===== src/rtl/lis_pkg.sv =====
package lis_pkg;

    typedef enum logic [2:0] {
        OP_PUSH  = 3'd0,
        OP_POP   = 3'd1,
        OP_PEEK  = 3'd2,
        OP_WRITE = 3'd3,
        OP_READ  = 3'd4,
        OP_DROP  = 3'd5,
        OP_CLEAR = 3'd6
    } op_t;

    // control bits that ride along with an access token down the cell row
    typedef struct packed {
        logic valid;    // token present at this stage
        logic pending;  // entry access not yet performed
        logic we;       // access is a write
    } ctl_t;

    localparam int OP_W    = 3;
    localparam int DATA_W  = 32;
    localparam int POS_W   = 8;
    localparam int DROP_W  = 9;
    localparam int DEPTH_W = 9;
    localparam int WIDE_W  = 64;

endpackage


===== src/rtl/lis_cell.sv =====
module lis_cell #(
    parameter int WORD_WIDTH = 32,
    parameter int ADDR_W     = 8
) (
    input  logic                  clk,
    input  logic                  rst_n,
    input  lis_pkg::ctl_t         ctl_in,
    input  logic [ADDR_W-1:0]     addr_in,
    input  logic [WORD_WIDTH-1:0] wdata_in,
    input  logic [WORD_WIDTH-1:0] rdata_in,
    output lis_pkg::ctl_t         ctl_out,
    output logic [ADDR_W-1:0]     addr_out,
    output logic [WORD_WIDTH-1:0] wdata_out,
    output logic [WORD_WIDTH-1:0] rdata_out
);

    logic [WORD_WIDTH-1:0] entry_reg;
    lis_pkg::ctl_t         ctl_reg;
    lis_pkg::ctl_t         ctl_next;
    logic [ADDR_W-1:0]     addr_reg;
    logic [WORD_WIDTH-1:0] wdata_reg;
    logic [WORD_WIDTH-1:0] rdata_reg;
    logic [WORD_WIDTH-1:0] rdata_next;
    logic                  hit;

    // the token counts its address down; the cell it reaches at zero owns the access
    assign hit = ctl_in.valid && ctl_in.pending && (addr_in == '0);

    always_comb
    begin
        ctl_next         = ctl_in;
        ctl_next.pending = ctl_in.pending && !hit;
        rdata_next       = (hit && !ctl_in.we) ? entry_reg : rdata_in;
    end

    always_ff @(posedge clk or negedge rst_n)
    begin
        if (!rst_n)
        begin
            ctl_reg <= '0;
        end
        else
        begin
            ctl_reg <= ctl_next;
        end
    end

    always_ff @(posedge clk)
    begin
        addr_reg  <= addr_in - ADDR_W'(1);
        wdata_reg <= wdata_in;
        rdata_reg <= rdata_next;
        if (hit && ctl_in.we)
        begin
            entry_reg <= wdata_in;
        end
    end

    assign ctl_out   = ctl_reg;
    assign addr_out  = addr_reg;
    assign wdata_out = wdata_reg;
    assign rdata_out = rdata_reg;

endmodule


===== config.mk =====
export PLATFORM = sky130hd
export DESIGN_NAME = lis_cell
export DESIGN_NICKNAME = d
export VERILOG_FILES = /design/src/rtl/lis_pkg.sv /design/src/rtl/lis_cell.sv
export SDC_FILE = /design/constraint.sdc
export NUM_CORES = 1
export LEC_CHECK = 0
export BUFFER_PORTS_ARGS = -buffer_cell sky130_fd_sc_hd__buf_2
export CAP_MARGIN = 25
export CORE_MARGIN = 2
export CORE_UTILIZATION = 42
export CTS_CLUSTER_SIZE = 16
export DETAILED_ROUTE_END_ITERATION = 7
export PLACE_DENSITY = 0.83
export SKIP_CTS_REPAIR_TIMING = 1
export SLEW_MARGIN = 0
export SYNTH_ARGS = -nofsm -noshare
export SYNTH_HDL_FRONTEND = slang
export SYNTH_SLANG_ARGS = --single-unit

===== constraint.sdc =====
create_clock -name clk -period 1.15 [get_ports clk]
set_input_delay 0.1725 -clock clk [delete_from_list [all_inputs] [get_ports clk]]
set_output_delay 0.1725 -clock clk [all_outputs]
set_load 0.03 [all_outputs]

==> results of run 1 <==
==> critical path, delay by kind of cell <==
kind,cells,cell delay (ns)
multiplexers,1,0.33
buffers and inverters,4,0.47
AND/OR/NAND/NOR,2,0.80
==> final cells by class <==
| class | count | area (um2) |
|---|---|---|
| Clock inverter | 4 | 26.28 |
| Multi-Input combinational cell | 53 | 584.3 |
| Timing Repair Buffer | 207 | 1373 |
| Sequential cell | 107 | 2477 |
| Inverter | 3 | 11.26 |
| Tap cell | 99 | 123.9 |
| Fill cell | 544 | 2396 |
| Clock buffer | 12 | 145.1 |
==> routing by layer <==
layer / wire, um / global-route usage (%)
met1: 2530 / 15.45
met2: 3588 / 24.18
met3: 496 / 5.448
met4: 141 / 7.734
met5: 0 / 0
==> logic make-up after synthesis <==
logic type	Yosys count	share of synthesized area [%]
xor+xnor	6	1.721
fa+ha+maj	2	0.8192
buf+inv	6	1.475
flops	107	81.11
mux	32	11.80
simple gates	13	3.073
==> through the flow <==
stage | util, % | hold slack [ns] | instance area [um2] | setup TNS, ns
5_1_grt | 66.43 | 0.01155 | 4741 | -19.62
3_3_place_gp | 57.00 | -0.03431 | 4068 | -42.90
6_report | 66.43 | 0.01872 | 4741 | -19.25
3_5_place_dp | 57.00 | -0.02904 | 4068 | -44.37
4_1_cts | 59.40 | -0.4255 | 4239 | -19.11
2_1_floorplan | - | -0.1231 | 3057 | -34.53
==> report_power, final <==
part | switching, W | total (W) | internal (W)
clock | 0.00117 | 0.00202 | 0.000850
sequential | 0.0000350 | 0.00406 | 0.00402
combinational | 0.000472 | 0.000828 | 0.000355
==> path summary, 6_finish.rpt <==
check / from / end / slack [ns]
max reg2reg: entry_reg[26]$_DFFE_PP_ / rdata_out[26]$_DFF_P_ / 0.38
max: addr_in[4] / rdata_out[9]$_DFF_P_ / -0.37
min in group asynchronous: rst_n / ctl_out[2]$_DFF_PN0_ / 0.15
max in group asynchronous: rst_n / ctl_out[0]$_DFF_PN0_ / 0.89
min reg2reg: entry_reg[18]$_DFFE_PP_ / rdata_out[18]$_DFF_P_ / 0.47
min: addr_in[7] / addr_out[7]$_DFF_P_ / 0.02
==> placed cells by master, fill, tap and decap left out, types with 2 or more instances in the layout <==
cell type      count
xor2_1             5
dfrtp_1            3
clkbuf_16          2
buf_12             4
buf_2            150
mux2_2            25
nor2b_1            2
inv_2              2
buf_4             13
clkbuf_1           2
nor2_1             2
dlygate4sd3_1     33
edfxtp_1          32
buf_6              3
clkinv_2           2
clkbuf_8          10
dfxtp_1           72
buf_8              2
mux2_4             7
==> key figures, run 1 <==
Logic synthesis
  • Synth top area share: 47.19%
  • Ys flop type: dfxtp_1
  • #FFs+latches synth: 107
  • Commonest cells post-synth: dfxtp_1, edfxtp_1, mux2_2, xor2_1
  • Largest cells by area after synthesis: dfxtp_1, edfxtp_1, mux2_2
  • EDFF count, synth: 32
  • Fraction of registers with async set/reset: 2.804%
  • Synth unique cells: 20
  • Seq/Total Area, Yosys: 81.11%
  • Most common cell in the netlist: dfxtp_1
  • Cells after synthesis: 166
  • Area leader, netlist: dfxtp_1
  • Mapped cell area: 3054 um2
  • Syn nets: 245
  • Syn Area/Cell: 18.40 um2
  • Ys Warns: 0

Timing
  • Hold violation count in the final report: 0
  • Setup slack after layout: -0.3672 ns
  • Achievable clock frequency: 659.1 MHz
  • Worst-margin pin slew: 0.2833 ns
  • Unrepaired setup endpoints after global routing: true
  • Final max-slew violation count: 0
  • Clk_skew: 0.007508 ns
  • Fin crit share: 131.9%
  • Slew headroom: 80.94%
  • # setup viols final: 64
  • Crit path time final: 1.517 ns

Setup path
  • Most used cell along the critical path: buf_6
  • Crit path capture type: register
  • Arrival time at the worst endpoint: 1.77 ns
  • Worst setup SP type: primary input
  • Ordered cell list for the critical path: buf_6, or4_4, nor4_4, buf_6, buf_12, buf_8, mux2_2
  • Kind of critical path: in2reg
  • Critical path's slowest cell: or4_4
  • Worst EP required: 1.41 ns
  • Crit Path Max Fanout: 5
  • Largest stage delay, worst path: 0.56 ns
  • Worst r2r path cells: 1

Clock network
  • Num CTS Buffers: 9
  • Later-pin clock latency in the skew report: 0.35 ns
  • CTS tree: done
  • Clk pin slew, worst setup/hold paths: 0.10 ns
  • # clock sinks: 107
  • H-tree depth: 3
  • CTS root buf: clkbuf_8
  • CTS max path bufs: 2

Global route
  • Initial antenna violation count: 0
  • Vias in the first global route: 1825
  • First-pass GRT wire length: 8.217 mm
  • Remaining global-route overflow: 0
  • Pin count of the biggest net entering global routing: 19
  • Total GRT Usage: 14.29%

Placement
  • Gp weighted congestion: 0.7238
  • Pre-CTS WS: -0.7649 ns
  • Placed Cells: 430
  • Input/output buffers: 151
  • DP HPWL: 4.492 mm

Floorplan
  • # rows: 31
  • IO Pins: 152
  • Die Y: 89.28 um
  • Die X: 89.28 um
  • Core Footprint: 7137 um2
  • Die area: 7970 um2
  • Initial Util: 42.79%

Final layout
  • Layout cells sized above 1: 58.81%
  • Antenna Cells: 0
  • Non-filler cells, final: 485
  • Area delta synth->final: 55.22%
  • Total Nets Final: 460

Hold path
  • Path type of the worst min-delay path: in2reg
  • Hold path depth: 2

Drt
  • DR pass1 iterations: 4
  • Detail Route Antenna Nets: 0
  • DRT iter0 DRCs: 35
  • Via Count: 2087
  • Vias per cell: 4.303
  • DR WL/cell: 13.93 um
  • WL final: 6.756 mm
  • Residual DRC: 0

Status
  • Failing checks: negative setup slack
  • Status: finished with violations

Pwr
  • Worst VDD drop: 0.8876 mV
  • Final Power: 0.006904 W
  • Power Density: 1456 nW/um2
  • Leak Pwr: 2.119 nW

Run
  • Max Cap Viol: 0
Power figures use the tool's default switching activity.
==> inputs of run 2 (changes only) <==
--- a/config.mk
+++ b/config.mk
@@ -11,7 +11,8 @@
 export CORE_UTILIZATION = 42
 export CTS_CLUSTER_SIZE = 16
 export DETAILED_ROUTE_END_ITERATION = 7
-export PLACE_DENSITY = 0.83
+export HOLD_SLACK_MARGIN = 0.15
+export PLACE_DENSITY = 0.75
 export SKIP_CTS_REPAIR_TIMING = 1
 export SLEW_MARGIN = 0
 export SYNTH_ARGS = -nofsm -noshare
==> key figures, run 2 (same netlist as run 1, synthesis figures left out) <==
Status
  • Status: finished with violations (unchanged)
  • Failing checks: negative setup slack (unchanged)

Final layout
  • Most frequent cells in the layout: buf_2, dlygate4sd3_1, dfxtp_1 (was buf_2, dfxtp_1, dlygate4sd3_1)
  • Layout Utilization: 74.40% (was 66.43%)
  • Layout fillers: 487 (was 544)
  • Commonest non-fill, non-tap cell in the layout: buf_2 (unchanged)
  • Area delta synth->final: 73.86% (was 55.22%)
  • Antenna Cells: 0 (unchanged)
  • Layout cells sized above 1: 52.90% (was 58.81%)
  • Total Nets Final: 505 (was 460)

Floorplan
  • Die area: 7970 um2 (unchanged)
  • Die Y: 89.28 um (unchanged)
  • Initial Util: 42.79% (unchanged)
  • # rows: 31 (unchanged)
  • Die X: 89.28 um (unchanged)
  • IO Pins: 152 (unchanged)
  • Core Footprint: 7137 um2 (unchanged)

Setup path
  • Worst setup SP type: primary input (unchanged)
  • RR Startpoint: entry_reg[4]$_DFFE_PP_ (was entry_reg[26]$_DFFE_PP_)
  • Crit Path Max Fanout: 8 (was 5)
  • Reg2reg setup slack: 0.37 ns (was 0.38 ns)
  • RR Endpoint: rdata_out[4]$_DFF_P_ (was rdata_out[26]$_DFF_P_)
  • Crit path capture type: register (unchanged)
  • Kind of critical path: in2reg (unchanged)
  • Arrival time at the worst endpoint: 1.76 ns (was 1.77 ns)
  • Worst r2r path cells: 1 (unchanged)
  • Worst EP required: 1.39 ns (was 1.41 ns)

Timing
  • Achievable clock frequency: 660.7 MHz (was 659.1 MHz)
  • Worst-margin pin slew: 0.2961 ns (was 0.2833 ns)
  • Final max-slew violation count: 0 (unchanged)
  • Unrepaired setup endpoints after global routing: true (unchanged)
  • Hold violation count in the final report: 0 (unchanged)
  • Setup slack after layout: -0.3635 ns (was -0.3672 ns)
  • Fin crit share: 131.6% (was 131.9%)
  • Hold Slack: 0.1759 ns (was 0.01872 ns)
  • Crit path time final: 1.513 ns (was 1.517 ns)
  • # setup viols final: 64 (unchanged)
  • Slew headroom: 80.08% (was 80.94%)
  • Clk_skew: 0.01091 ns (was 0.007508 ns)

Hold path
  • Min-delay src: addr_in[1] (was addr_in[7])
  • Hold path depth: 4 (was 2)
  • Path type of the worst min-delay path: in2reg (unchanged)
  • Hold EP: addr_out[1]$_DFF_P_ (was addr_out[7]$_DFF_P_)

Clock network
  • CTS root buf: clkbuf_8 (unchanged)
  • CTS tree: done (unchanged)
  • Clk pin slew, worst setup/hold paths: 0.09 ns (was 0.10 ns)
  • H-tree depth: 3 (unchanged)
  • Later-pin clock latency in the skew report: 0.36 ns (was 0.35 ns)
  • # clock sinks: 107 (unchanged)
  • CTS max path bufs: 2 (unchanged)
  • Num CTS Buffers: 9 (unchanged)

Placement
  • DP HPWL: 4.462 mm (was 4.492 mm)
  • Input/output buffers: 151 (unchanged)
  • Gp weighted congestion: 0.7109 (was 0.7238)

Drt
  • DRT iter0 DRCs: 58 (was 35)
  • Residual DRC: 0 (unchanged)
  • Via Count: 2305 (was 2087)
  • Vias per cell: 4.349 (was 4.303)
  • Max layer used: met4 (unchanged)
  • DR pass1 iterations: 6 (was 4)
  • Detail Route Antenna Nets: 0 (unchanged)
  • Met3 routed wirelength: 562 um (was 496 um)
  • M1 wire length: 2.834 mm (was 2.530 mm)
  • DR WL/cell: 15.27 um (was 13.93 um)
  • WL final: 8.092 mm (was 6.756 mm)
  • Met2 WL post-DR: 4.572 mm (was 3.588 mm)

Pwr
  • Final Power: 0.007265 W (was 0.006904 W)
  • Power Density: 1368 nW/um2 (was 1456 nW/um2)
  • Leak Pwr: 2.407 nW (was 2.119 nW)
  • Worst VDD drop: 0.8725 mV (was 0.8876 mV)

Global route
  • Pin count of the biggest net entering global routing: 19 (unchanged)
  • Remaining global-route overflow: 0 (unchanged)
  • Total GRT Usage: 14.71% (was 14.29%)
  • Vias in the first global route: 1890 (was 1825)
  • First-pass GRT wire length: 8.507 mm (was 8.217 mm)
  • Initial antenna violation count: 0 (unchanged)

Run
  • Max Cap Viol: 0 (unchanged)
## run 2: cell types whose count changed in the layout (fill, tap and decap cells not counted), moves of 3 or more
cell and change:
dlygate4sd3_1 +42, mux2_2 -25, mux2_4 +25, buf_4 +3
## run 2: worst max-delay path: stages
cell and delay, ns:
buf_6 0.09, or4_4 0.56, nor4_4 0.28, buf_6 0.19
buf_12 0.15, mux2_4 0.30
## run 2: worst max-delay path by stage
stage	start	to	slack, ns	cells after the start
after global placement	addr_in[4]	rdata_out[14]$_DFF_P_	-0.73	5
after detailed placement	addr_in[4]	rdata_out[3]$_DFF_P_	-0.74	5
after CTS	addr_in[4]	rdata_out[24]$_DFF_P_	-0.35	5
final	addr_in[6]	rdata_out[26]$_DFF_P_	-0.36	6
after floorplan	addr_in[4]	rdata_out[10]$_DFF_P_	-0.58	4
after global routing	addr_in[6]	rdata_out[26]$_DFF_P_	-0.36	6
## run 2: cell type report
cell class / count / area (um2) / area share (%)
well taps: 99 / 123.9 / 2.333
multi-input cells: 53 / 665.6 / 12.54
clock buffers: 12 / 166.4 / 3.134
repair buffers: 252 / 1836 / 34.57
flip-flops and latches: 107 / 2477 / 46.65
inverters: 3 / 11.26 / 0.2121
clock inverters: 4 / 30.03 / 0.5655
## run 2: power breakdown
group | internal, W | total [W] | switching [W]
clock network | 0.000990 | 0.00222 | 0.00123
logic | 0.000476 | 0.000983 | 0.000507
registers | 0.00403 | 0.00406 | 0.0000374
total | 0.00549 | 0.00726 | 0.00177
## run 2: per-stage QoR
stage	cells	TNS [ns]	setup slack, ns	area, um2
after global routing	530	-21.61	-0.3626	5310
after detailed placement	431	-43.37	-0.7428	4063
final	530	-21.52	-0.3635	5310
after floorplan	166	-34.53	-0.5761	3057
after CTS	447	-17.89	-0.3530	4259
after global placement	431	-43.47	-0.7334	4063
## run 2: metal layers
layer / global-route usage [%] / vias up
met4: 5.292 / 0
li1: - / 1102
met3: 7.202 / 13
met2: 25.39 / 97
met1: 15.61 / 1093
met5: 0 / -
